**config.mk**
```make
export PLATFORM = sky130hd
export DESIGN_NAME = ycrs_raster
export DESIGN_NICKNAME = d
export VERILOG_FILES = /design/src/hdl/ycrs_pkg.sv /design/src/hdl/ycrs_raster.sv
export SDC_FILE = /design/constraint.sdc
export NUM_CORES = 1
export LEC_CHECK = 0
export BUFFER_PORTS_ARGS = -buffer_cell sky130_fd_sc_hd__buf_2
export CORE_UTILIZATION = 40
export CTS_CLUSTER_DIAMETER = 100
export CTS_CLUSTER_SIZE = 10
export DETAILED_ROUTE_END_ITERATION = 8
export GPL_ROUTABILITY_DRIVEN = 0
export HOLD_SLACK_MARGIN = 0.02
export SETUP_SLACK_MARGIN = 0.5
export SLEW_MARGIN = 20
export SYNTH_ARGS = -nofsm -noshare
export SYNTH_HDL_FRONTEND = slang
export SYNTH_SLANG_ARGS = --single-unit
```
**constraint.sdc**
```tcl
create_clock -name i_clk -period 4.4 [get_ports i_clk]
set_input_delay 0.22 -clock i_clk [delete_from_list [all_inputs] [get_ports i_clk]]
set_output_delay 0.22 -clock i_clk [all_outputs]
set_load 0.05 [all_outputs]
```
**src/hdl/ycrs_pkg.sv**
```systemverilog
// Shared types, conversion constants and register indexes for the YCbCr to RGB core.
`default_nettype none

package ycrs_pkg;

    localparam int CFG_IDX_W  = 2;
    localparam int CFG_DATA_W = 12;

    localparam logic [CFG_IDX_W-1:0] REG_FRAME_WIDTH    = 2'd0;
    localparam logic [CFG_IDX_W-1:0] REG_FRAME_HEIGHT   = 2'd1;
    localparam logic [CFG_IDX_W-1:0] REG_CHROMA_H_SHIFT = 2'd2;
    localparam logic [CFG_IDX_W-1:0] REG_CHROMA_V_SHIFT = 2'd3;

    localparam logic [11:0] RST_FRAME_WIDTH  = 12'd640;
    localparam logic [11:0] RST_FRAME_HEIGHT = 12'd480;
    localparam logic [1:0]  RST_CHROMA_SHIFT = 2'd1;
    localparam logic [1:0]  MAX_CHROMA_SHIFT = 2'd2;

    localparam logic [17:0] K_Y    = 18'd298;
    localparam logic [17:0] K_R_CR = 18'd409;
    localparam logic [17:0] K_G_CB = 18'd100;
    localparam logic [17:0] K_G_CR = 18'd208;
    localparam logic [17:0] K_B_CB = 18'd516;

    localparam logic signed [19:0] OFF_R = 20'sd57088;
    localparam logic signed [19:0] OFF_G = 20'sd34816;
    localparam logic signed [19:0] OFF_B = 20'sd70912;

    localparam logic signed [19:0] CLAMP_HI = 20'sd65535;

    typedef struct packed {
        logic origin;
        logic eol;
        logic eof;
    } t_pos_flags;

    function automatic logic [7:0] clamp_channel(input logic signed [19:0] s);
        logic [7:0] res;
        if (s < 20'sd0) begin
            res = 8'd0;
        end else if (s > CLAMP_HI) begin
            res = 8'hff;
        end else begin
            res = s[15:8];
        end
        return res;
    endfunction

    function automatic logic [1:0] sat_shift(input logic [1:0] s);
        return (s > MAX_CHROMA_SHIFT) ? MAX_CHROMA_SHIFT : s;
    endfunction

endpackage

`default_nettype wire

```
**src/hdl/ycrs_raster.sv**
```systemverilog
// Raster position tracker: column/row counters, chroma cell origin and line/frame end flags.
`default_nettype none

module ycrs_raster
    import ycrs_pkg::*;
#(
    parameter int MAX_WIDTH  = 2048,
    parameter int MAX_HEIGHT = 2048
) (
    input  wire logic                          i_clk,
    input  wire logic                          i_rst_n,
    input  wire logic                          i_advance,
    input  wire logic [11:0]                   i_frame_width,
    input  wire logic [11:0]                   i_frame_height,
    input  wire logic [1:0]                    i_h_shift,
    input  wire logic [1:0]                    i_v_shift,
    output logic      [$clog2(MAX_WIDTH)-1:0]  o_line_idx,
    output t_pos_flags                         o_flags
);

    localparam int CW   = $clog2(MAX_WIDTH);
    localparam int RW   = $clog2(MAX_HEIGHT);
    localparam int WW   = $clog2(MAX_WIDTH + 1);
    localparam int HW   = $clog2(MAX_HEIGHT + 1);
    localparam int CMPW = (WW > 12) ? WW : 12;
    localparam int CMPH = (HW > 12) ? HW : 12;

    localparam logic [CMPW-1:0] MAX_W_C = CMPW'(MAX_WIDTH);
    localparam logic [CMPH-1:0] MAX_H_C = CMPH'(MAX_HEIGHT);

    logic [CW-1:0]   r_col, n_col;
    logic [RW-1:0]   r_row, n_row;
    logic [CMPW-1:0] fw_ext, w_last;
    logic [CMPH-1:0] fh_ext, h_last;
    logic [1:0]      hs, vs;
    logic [CW-1:0]   hmask;
    logic [RW-1:0]   vmask;
    logic            eol, eof;

    always_comb begin
        fw_ext = CMPW'(i_frame_width);
        fh_ext = CMPH'(i_frame_height);
        if (fw_ext == '0) begin
            w_last = '0;
        end else if (fw_ext > MAX_W_C) begin
            w_last = MAX_W_C - CMPW'(1);
        end else begin
            w_last = fw_ext - CMPW'(1);
        end
        if (fh_ext == '0) begin
            h_last = '0;
        end else if (fh_ext > MAX_H_C) begin
            h_last = MAX_H_C - CMPH'(1);
        end else begin
            h_last = fh_ext - CMPH'(1);
        end

        hs    = sat_shift(i_h_shift);
        vs    = sat_shift(i_v_shift);
        hmask = ~({CW{1'b1}} << hs);
        vmask = ~({RW{1'b1}} << vs);

        eol = CMPW'(r_col) >= w_last;
        eof = eol && (CMPH'(r_row) >= h_last);

        o_line_idx     = r_col >> hs;
        o_flags.origin = ((r_col & hmask) == '0) && ((r_row & vmask) == '0);
        o_flags.eol    = eol;
        o_flags.eof    = eof;

        n_col = r_col;
        n_row = r_row;
        if (i_advance) begin
            if (eol) begin
                n_col = '0;
                n_row = eof ? '0 : r_row + RW'(1);
            end else begin
                n_col = r_col + CW'(1);
            end
        end
    end

    always_ff @(posedge i_clk) begin
        if (!i_rst_n) begin
            r_col <= '0;
            r_row <= '0;
        end else begin
            r_col <= n_col;
            r_row <= n_row;
        end
    end

endmodule

`default_nettype wire

```
==> flow_metrics.py, run 1 <==
metrics = {
    "setup_path": {
        "crit_type": "input pin to primary output",
        "worstRegToRegCells": 9,
        "end_kind": "primary output",
        "critical-path-slowest-cell": "o41ai_2",
        "slowest_delay_ps": 500,
        "path_buf_inv": 2,
        "crit_top_cell": "nor2_1",
        "crit_cells": 13,
        "crit_path_cell_trace": "buf_2, nor4_2, nand2_1, nor2_1, nor2_1, o21a_1, ha_1, nand2b_1, a2111oi_0, o41ai_2, nand2_1, nor2_1, buf_2",
        "cp_data_required_time_ps": 4180,
        "cp_top_family": "simple AND/OR/NAND/NOR gates",
        "crit_path_max_fanout": 6,
        "worstPathArrival_ps": 3270,
        "startpoint_type": "input pin",
    },
    "layout": {
        "layout_commonest_cell": "buf_2",
        "nets": 420,
        "syn_to_final_growth_pct": 13.6,
        "finish.utilization": 0.471,
        "fillerInstances": 620,
        "drive_gt1_frac": 0.182,
        "multiInputGateArea_um2": 1900,
        "final_cell_area_um2": 2790,
        "n_antenna_cell": 0,
        "seq_area_um2": 440,
        "layout_common_cells": "buf_2 (44), nand2_1 (42), nor2_1 (32)",
    },
    "placement": {
        "dp_hpwl_um": 4530,
        "portBuffers": 44,
        "dpl_cell_area_um2": 2700,
    },
    "global_route": {
        "overflow": 0,
        "antenna_found_initial": 0,
        "grt.total_usage": 0.183,
        "grt_max_degree": 22,
        "grt_pass1_wl_um": 9360,
        "grt_pass1_vias": 2159,
    },
    "logic_synthesis": {
        "ys_seq_area_frac": 0.180,
        "ys_ff_latch": 22,
        "yosysTopAreaCell": "dfxtp_1",
        "async_flop_share": 0,
        "synthTopCellsByArea": "dfxtp_1 (18%), ha_1 (13%), nand2_1 (6.4%), a21oi_1 (5.7%), nor2_1 (4.9%)",
        "synth_cell_types": 53,
        "synth_cells": 326,
        "ys_warn_count": 0,
        "avgSynthCellArea_um2": 7.53,
        "synth_edf_count": 0,
        "synth_top_area_frac": 0.180,
        "synth_area_um2": 2450,
        "synthFlopType": "dfxtp_1",
        "syn-num-nets": 383,
    },
    "sta": {
        "fmax_mhz": 287,
        "fin_tns_setup_ps": 0,
        "skew_ps": 4.61,
        "setup_viol": 0,
        "slew-limit-headroom": 0.659,
        "final_max_slew_viol_count": 0,
        "post-route-period-util": 0.793,
        "period_minus_slack_ps": 3490,
        "worstMarginPinSlew_ps": 498,
        "final_hold_viol_count": 0,
        "rsz0062_at_grt": "no",
    },
    "hold_path": {
        "hp-class": "input pin to flip-flop",
        "holdPathStages": 3,
    },
    "power_and_ir_drop": {
        "internal_power_mw": 0.361,
        "p_comb_frac": 0.197,
        "p_sw_mw": 0.129,
        "power_per_cell_area_nw_per_um2": 176,
        "sequentialPowerShare": 0.417,
        "clkPwrFrac": 0.386,
        "ir_drop_mv": 0.118,
        "p_sw_frac": 0.263,
        "power_leakage_nw": 1.23,
    },
    "routing": {
        "wl_um": 5500,
        "vias": 2358,
        "drt_iter0_markers": 40,
        "drc": 0,
        "drtPass1Iterations": 4,
        "routedWlPerCell_um": 12.6,
        "viasPerCell": 5.40,
        "ant_nets": 0,
    },
    "run": {
        "drv_cap": 0,
    },
    "clocking": {
        "cts_root_buf": "clkbuf_8",
        "clock_sinks": 22,
        "clkTransAtPathRegs_ps": 80,
        "cts_tree": "yes",
        "insertion_delay_ps": 260,
        "postCtsSetupBuffers": 0,
        "cts_made_buffers": 3,
        "cts_resized": 0,
        "clockBufferDepth": 2,
        "htree_levels": 1,
        "hold_buffers": 0,
    },
    "floorplanning": {
        "num_rows": 28,
        "dieArea_um2": 6450,
        "core_area_um2": 5920,
        "start_util": 0.414,
        "pin_count": 45,
        "dieHeight_um": 80.3,
        "dieWidth_um": 80.3,
    },
    "status": {
        "status": "complete, no violations",
    },
}
==> cells by family after synthesis <==
logic type / Yosys count / share of synthesized area
AO/OA/AOI/OAI: 89 / 0.252
XOR/XNOR: 17 / 0.0607
adder cells (fa/ha/maj): 27 / 0.137
buffers and inverters: 28 / 0.0520
flip-flops: 22 / 0.179
multiplexers: 12 / 0.0495
AND/OR/NAND/NOR: 131 / 0.269
==> through the flow <==
step	setup slack (ps)	total power, mW	hold slack, ps	instances
after global routing	546	0.515	301	437
final	912	0.490	286	437
after CTS	748	0.494	283	437
after floorplan	1340	0.271	395	326
after detailed placement	741	0.305	491	433
after global placement	820	0.304	495	433
==> synth_stat cells (4+ instances only) <==
cell	n
nor4_1	5
xnor2_1	5
mux2i_1	11
or3_1	4
xor2_1	12
nand3_1	5
clkbuf_1	9
and3_1	5
nand4_1	6
ha_1	26
and2_1	4
inv_1	15
nor2_1	32
nand2b_1	9
dfxtp_1	22
o21ai_1	4
nand2_1	42
o21ai_0	13
nor3_1	7
o21a_1	5
a21boi_0	6
a21oi_1	28
o211ai_1	6
==> worst paths after layout <==
kind                               start                      to  slack [ps]
setup reg to reg   r_row[0]$_SDFFE_PN0P_   r_row[3]$_SDFFE_PN0P_        1860
hold / removal                 i_advance   r_col[0]$_SDFFE_PN0P_         290
hold reg to reg   r_row[10]$_SDFFE_PN0P_  r_row[10]$_SDFFE_PN0P_         520
setup / recovery        i_frame_width[6]              o_flags[0]         910
==> worst reg2reg max path, cell delays in order (launching register included) <==
cell       delay [ps]
dfxtp_1           390
inv_1             100
ha_1              290
nand2b_1          140
a2111oi_0         500
o41ai_2           140
buf_4             180
nand2_4            80
nand4_2           310
o31ai_1           320
==> final cells by class <==
cell class                      instances  share of cell area
Clock inverter                          1              0.0108
Timing Repair Buffer                   45              0.0817
Tap cell                               75              0.0337
Inverter                               15              0.0202
Sequential cell                        22               0.158
Multi-Input combinational cell        276               0.681
Clock buffer                            3              0.0148
==> flip-flops by register name, summed over array words and instances, names as in the netlist <==
name	cells
r_col	11
r_row	11
==> power groups by stage <==
stage	registers [mW]	clock network, mW	logic [mW]
after global placement	0.209	0	0.0950
after floorplan	0.207	0	0.0639
after CTS	0.204	0.193	0.0968
final	0.204	0.189	0.0966
after detailed placement	0.209	0	0.0962
after global routing	0.205	0.201	0.109
==> routing by layer <==
metal	GRT usage	part of all wire	vias to the layer above
li1	-	-	1258
met1	0.209	0.47	1061
met2	0.351	0.50	35
met3	0.0136	0.020	4
met4	0.0625	0.013	0
met5	0	0	-
No activity file was read; power rests on OpenSTA's default activity.
==> inputs of run 2 (changes only) <==
clock period = 3.2 ns   (was 4.4 ns; I/O delays follow)
==> flow_metrics.py, run 2 (synthesis results as in run 1) <==
metrics = {
    "layout": {
        "layout_commonest_cell": "buf_2",
        "layout_common_cells": "buf_2 (38), nand2_1 (35), nor2_1 (26)",
        "top_regs": "r_col: 11 flops, r_row: 11 flops",
        "n_antenna_cell": 0,
        "drive_gt1_frac": 0.338,
        "final_cell_area_um2": 3340,
        "syn_to_final_growth_pct": 36.3,
        "nets": 443,
    },
    "clocking": {
        "cts_tree": "yes",
        "clock_sinks": 22,
        "cts_root_buf": "clkbuf_8",
        "cts_made_buffers": 3,
        "htree_levels": 1,
        "clkTransAtPathRegs_ps": 80,
        "hold_buffers": 0,
        "clockBufferDepth": 2,
        "insertion_delay_ps": 260,
    },
    "global_route": {
        "overflow": 0,
        "antenna_found_initial": 0,
        "grt.total_usage": 0.200,
        "grt_max_degree": 22,
        "grt_pass1_wl_um": 10300,
        "grt_pass1_vias": 2274,
    },
    "floorplanning": {
        "start_util": 0.414,
        "num_rows": 28,
        "core_area_um2": 5920,
        "dieWidth_um": 80.3,
        "pin_count": 45,
        "dieHeight_um": 80.3,
        "dieArea_um2": 6450,
    },
    "sta": {
        "final_max_slew_viol_count": 0,
        "skew_ps": 6.63,
        "fin_ws_ps": 440,
        "fin_tns_setup_ps": 0,
        "slew-limit-headroom": 0.740,
        "post-route-period-util": 0.863,
        "rsz0062_at_grt": "yes",
        "period_minus_slack_ps": 2760,
        "worstMarginPinSlew_ps": 389,
        "final_hold_viol_count": 0,
        "fmax_mhz": 362,
        "holdWs_ps": 236,
        "setup_viol": 0,
    },
    "routing": {
        "wl_um": 6440,
        "drc": 0,
        "drtPass1Iterations": 4,
        "viasPerCell": 5.45,
        "routedWlPerCell_um": 14.0,
        "vias": 2506,
        "ant_nets": 0,
        "drt_iter0_markers": 78,
    },
    "hold_path": {
        "worstHoldEndpoint": "r_col[0]$_SDFFE_PN0P_",
        "hp-class": "input pin to flip-flop",
        "holdPathStages": 3,
        "worstHoldStart": "i_advance",
    },
    "status": {
        "status": "complete, no violations",
    },
    "power_and_ir_drop": {
        "p_sw_frac": 0.300,
        "p_sw_mw": 0.199,
        "clkPwrFrac": 0.304,
        "sequentialPowerShare": 0.423,
        "internal_power_mw": 0.464,
        "power_per_cell_area_nw_per_um2": 198,
        "power_leakage_nw": 1.46,
        "p_comb_frac": 0.273,
        "ir_drop_mv": 0.127,
    },
    "setup_path": {
        "cp_data_required_time_ps": 3040,
        "end_kind": "primary output",
        "r2r_slack_ps": 920,
        "worstRegToRegCells": 9,
        "crit_type": "input pin to primary output",
        "rr_endpoint": "r_row[9]$_SDFFE_PN0P_",
        "crit_path_cell_trace": "buf_2, inv_1, ha_1, nand2_2, nor2_4, buf_4, maj3_1, ha_1, a2111oi_4, o41ai_2, nand2_2, nor2_4, buf_6",
        "reg2reg_from": "r_col[0]$_SDFFE_PN0P_",
        "startpoint_type": "input pin",
        "slowest_delay_ps": 410,
        "crit_path_max_fanout": 6,
        "worstPathArrival_ps": 2600,
        "critical-path-slowest-cell": "o41ai_2",
    },
    "placement": {
        "portBuffers": 44,
        "dp_hpwl_um": 4670,
        "dp_slack_ps": 76.3,
        "dpl_cell_area_um2": 2840,
    },
    "run": {
        "drv_cap": 0,
    },
}
## run 2: cell count changes in the layout (fill, tap and decap cells not counted), sizes merged
cell and change:
buf +22, bufinv -1, clkbuf +1, nand4 +1
## run 2: worst max path at each step
stage	to	depth (start not counted)	start
final	o_flags[0]	13	i_frame_width[0]
after global routing	o_flags[1]	13	i_frame_width[2]
after CTS	o_flags[0]	13	i_frame_height[5]
after detailed placement	r_row[1]$_SDFFE_PN0P_	14	i_frame_width[5]
after global placement	r_row[1]$_SDFFE_PN0P_	14	i_frame_width[5]
after floorplan	r_row[8]$_SDFFE_PN0P_	13	i_frame_height[6]
## run 2: what timing repair did
action | in CTS | in global routing
endpoints found under the setup margin | 18 | 23
gates resized for setup | 14 | 54
cloned | 1 | 0
pin swaps | 10 | 25
setup buffers | 8 | 8
## run 2: per-stage QoR
stage	std cells	utilization	total power, mW
floorplan	326	-	0.381
detailed placement	439	0.479	0.433
CTS	452	0.513	0.640
global route	460	0.565	0.700
finish	460	0.565	0.663
global placement	439	0.479	0.432
## run 2: power by group through the flow
| stage | logic (mW) | clock network [mW] | registers, mW |
|---|---|---|---|
| global placement | 0.145 | 0 | 0.287 |
| global route | 0.198 | 0.220 | 0.281 |
| detailed placement | 0.146 | 0 | 0.287 |
| floorplan | 0.0960 | 0 | 0.285 |
| finish | 0.181 | 0.202 | 0.280 |
| CTS | 0.153 | 0.206 | 0.280 |
## run 2: area by class of cell
type	count	area (um^2)
fillers	550	2580
flip-flops and latches	22	440
multi-input cells	277	2250
well taps	75	93.8
repair buffers	67	450
clock buffers	4	55.1
inverters	15	56.3
## run 2: layer usage
| layer | track usage | routed length, um | part of all wire | vias to the layer above |
|---|---|---|---|---|
| met1 | 0.270 | 3060 | 0.48 | 1159 |
| met5 | 0 | 0 | 0 | - |
| met2 | 0.342 | 3190 | 0.50 | 44 |
| li1 | - | - | - | 1301 |
| met4 | 0.0482 | 35 | 0.0054 | 0 |
| met3 | 0.0170 | 150 | 0.023 | 2 |
## run 2: worst max-delay path, delay by kind of cell
kind                     cells  cell delay [ps]
AO/OA/AOI/OAI                2              490
adder cells (fa/ha/maj)      3              970
buffers and inverters        4              480
AND/OR/NAND/NOR              4              490
==> inputs of run 3 (changes only) <==
SLEW_MARGIN = 15   (was 20)
clock period = 3.1 ns   (was 3.2 ns; I/O delays follow)
==> flow_metrics.py, run 3 (synthesis results as in run 1) <==
metrics = {
    "layout": {
        "nets": 455,
        "layout_commonest_cell": "buf_2",
        "syn_to_final_growth_pct": 45.0,
        "seq_area_um2": 440,
        "drive_gt1_frac": 0.401,
        "fillerInstances": 526,
        "n_antenna_cell": 0,
        "top_regs": "r_col: 11 flops, r_row: 11 flops",
        "layout_common_cells": "buf_2 (36), nand2_1 (31), buf_4 (30)",
        "multiInputGateArea_um2": 2330,
        "finish.utilization": 0.601,
    },
    "global_route": {
        "overflow": 0,
        "grt_pass1_vias": 2232,
        "grt_pass1_wl_um": 10400,
        "grt_max_degree": 22,
        "grt.total_usage": 0.200,
        "antenna_found_initial": 0,
    },
    "routing": {
        "drc": 0,
        "wl_um": 6420,
        "routed-wl-met3_um": 209,
        "drtPass1Iterations": 4,
        "met1_length_um": 3290,
        "drt_iter0_markers": 78,
        "vias": 2579,
        "route.met2.wl_um": 2900,
        "routedWlPerCell_um": 13.6,
        "top_layer": "met4",
        "ant_nets": 0,
        "viasPerCell": 5.46,
    },
    "setup_path": {
        "crit_top_cell": "nor2_4",
        "rr_endpoint": "r_col[1]$_SDFFE_PN0P_",
        "r2r_slack_ps": 850,
        "crit_type": "input pin to primary output",
        "critical-path-slowest-cell": "or4_4",
        "crit_path_max_fanout": 6,
        "end_kind": "primary output",
        "cp_top_family": "simple AND/OR/NAND/NOR gates",
        "crit_path_cell_trace": "buf_6, or4_4, nor2_4, nand3_4, nor2_2, a21oi_1, ha_1, nand2b_4, a2111oi_4, o41ai_4, nand2_4, nor2_4, buf_8",
        "worstRegToRegCells": 11,
        "worstPathArrival_ps": 2510,
        "reg2reg_from": "r_col[0]$_SDFFE_PN0P_",
        "cp_data_required_time_ps": 2940,
        "startpoint_type": "input pin",
        "slowest_delay_ps": 540,
        "path_buf_inv": 2,
    },
    "floorplanning": {
        "num_rows": 28,
        "pin_count": 45,
        "dieHeight_um": 80.3,
        "core_area_um2": 5920,
        "dieArea_um2": 6450,
        "dieWidth_um": 80.3,
        "start_util": 0.414,
    },
    "clocking": {
        "clkTransAtPathRegs_ps": 80,
        "insertion_delay_ps": 260,
        "htree_levels": 1,
        "hold_buffers": 0,
        "cts_made_buffers": 3,
        "cts_tree": "yes",
        "clockBufferDepth": 2,
        "clock_sinks": 22,
        "cts_root_buf": "clkbuf_8",
    },
    "status": {
        "status": "complete, no violations",
    },
    "run": {
        "drv_cap": 0,
    },
    "placement": {
        "dp_slack_ps": 132,
        "portBuffers": 44,
        "dp_hpwl_um": 4710,
    },
    "power_and_ir_drop": {
        "ir_drop_mv": 0.189,
        "power_per_cell_area_nw_per_um2": 214,
        "power_leakage_nw": 1.56,
    },
    "sta": {
        "worstMarginPinSlew_ps": 349,
        "rsz0062_at_grt": "yes",
        "holdWs_ps": 236,
        "setup_viol": 0,
        "fin_tns_setup_ps": 0,
        "final_max_slew_viol_count": 0,
        "post-route-period-util": 0.860,
        "final_hold_viol_count": 0,
        "slew-limit-headroom": 0.767,
        "skew_ps": 4.65,
        "fin_ws_ps": 435,
        "period_minus_slack_ps": 2670,
        "fmax_mhz": 375,
    },
    "hold_path": {
        "worstHoldStart": "i_advance",
        "holdPathStages": 3,
        "hp-class": "input pin to flip-flop",
        "worstHoldEndpoint": "r_col[0]$_SDFFE_PN0P_",
    },
}
[run 3: changes by cell type in the layout (fill, tap and decap cells not counted), moves of 2 or more]
cell      change
a21boi_0      -2
a21boi_2      +3
buf_2         -2
buf_4         +9
buf_6         +5
ha_4          -2
nand2_1       -4
nand2_2       +4
nor2_1        -8
nor2_4        +7
[run 3: per-stage QoR]
stage	std cells	instance area [um^2]	power, mW
after floorplan	326	2580	0.397
after global placement	447	2930	0.454
after detailed placement	447	2930	0.456
after CTS	461	3220	0.746
after global routing	472	3560	0.802
final	472	3560	0.760
[run 3: metal layers]
metal	vias to the layer above	track usage
li1	1327	-
met1	1199	0.302
met2	51	0.308
met5	-	0
met3	2	0.0182
met4	0	0.0321
[run 3: worst register-to-register path, delay by kind of cell (launching register included)]
kind | cells | cell delay, ps
AOI/OAI and AO/OA | 3 | 640
buffers and inverters | 4 | 430
adders and majority gates | 1 | 280
DFF | 1 | 480
and+or+nand+nor | 3 | 370
[run 3: layout make-up]
type | instances | area share
sequential | 22 | 0.124
tap | 75 | 0.0264
inverter | 15 | 0.0158
multi-input combinational | 277 | 0.655
timing repair buffer | 79 | 0.159
clock buffer | 3 | 0.0116
clock inverter | 1 | 0.00844
[run 3: worst max path at each step]
stage	start	end	slack [ps]	depth (start not counted)
5_1_grt	i_frame_height[8]	o_flags[0]	320	12
2_1_floorplan	i_frame_height[6]	r_row[8]$_SDFFE_PN0P_	390	13
3_3_place_gp	i_frame_width[5]	r_col[6]$_SDFFE_PN0P_	130	14
3_5_place_dp	i_frame_height[6]	r_row[3]$_SDFFE_PN0P_	130	13
4_1_cts	i_frame_height[9]	o_flags[0]	360	13
6_report	i_frame_height[9]	o_flags[0]	430	13
[run 3: power by group]
| part | internal (mW) | switching (mW) | total (mW) |
|---|---|---|---|
| sequential | 0.284 | 0.00532 | 0.290 |
| combinational | 0.0872 | 0.113 | 0.201 |
| clock | 0.173 | 0.0973 | 0.270 |
[run 3: repair_timing]
action | 4_1_cts | 5_1_grt
pin swaps | 21 | 38
cloned | 0 | 1
endpoints found under the setup margin | 24 | 24
gates resized for setup | 33 | 62
buffers inserted | 10 | 10
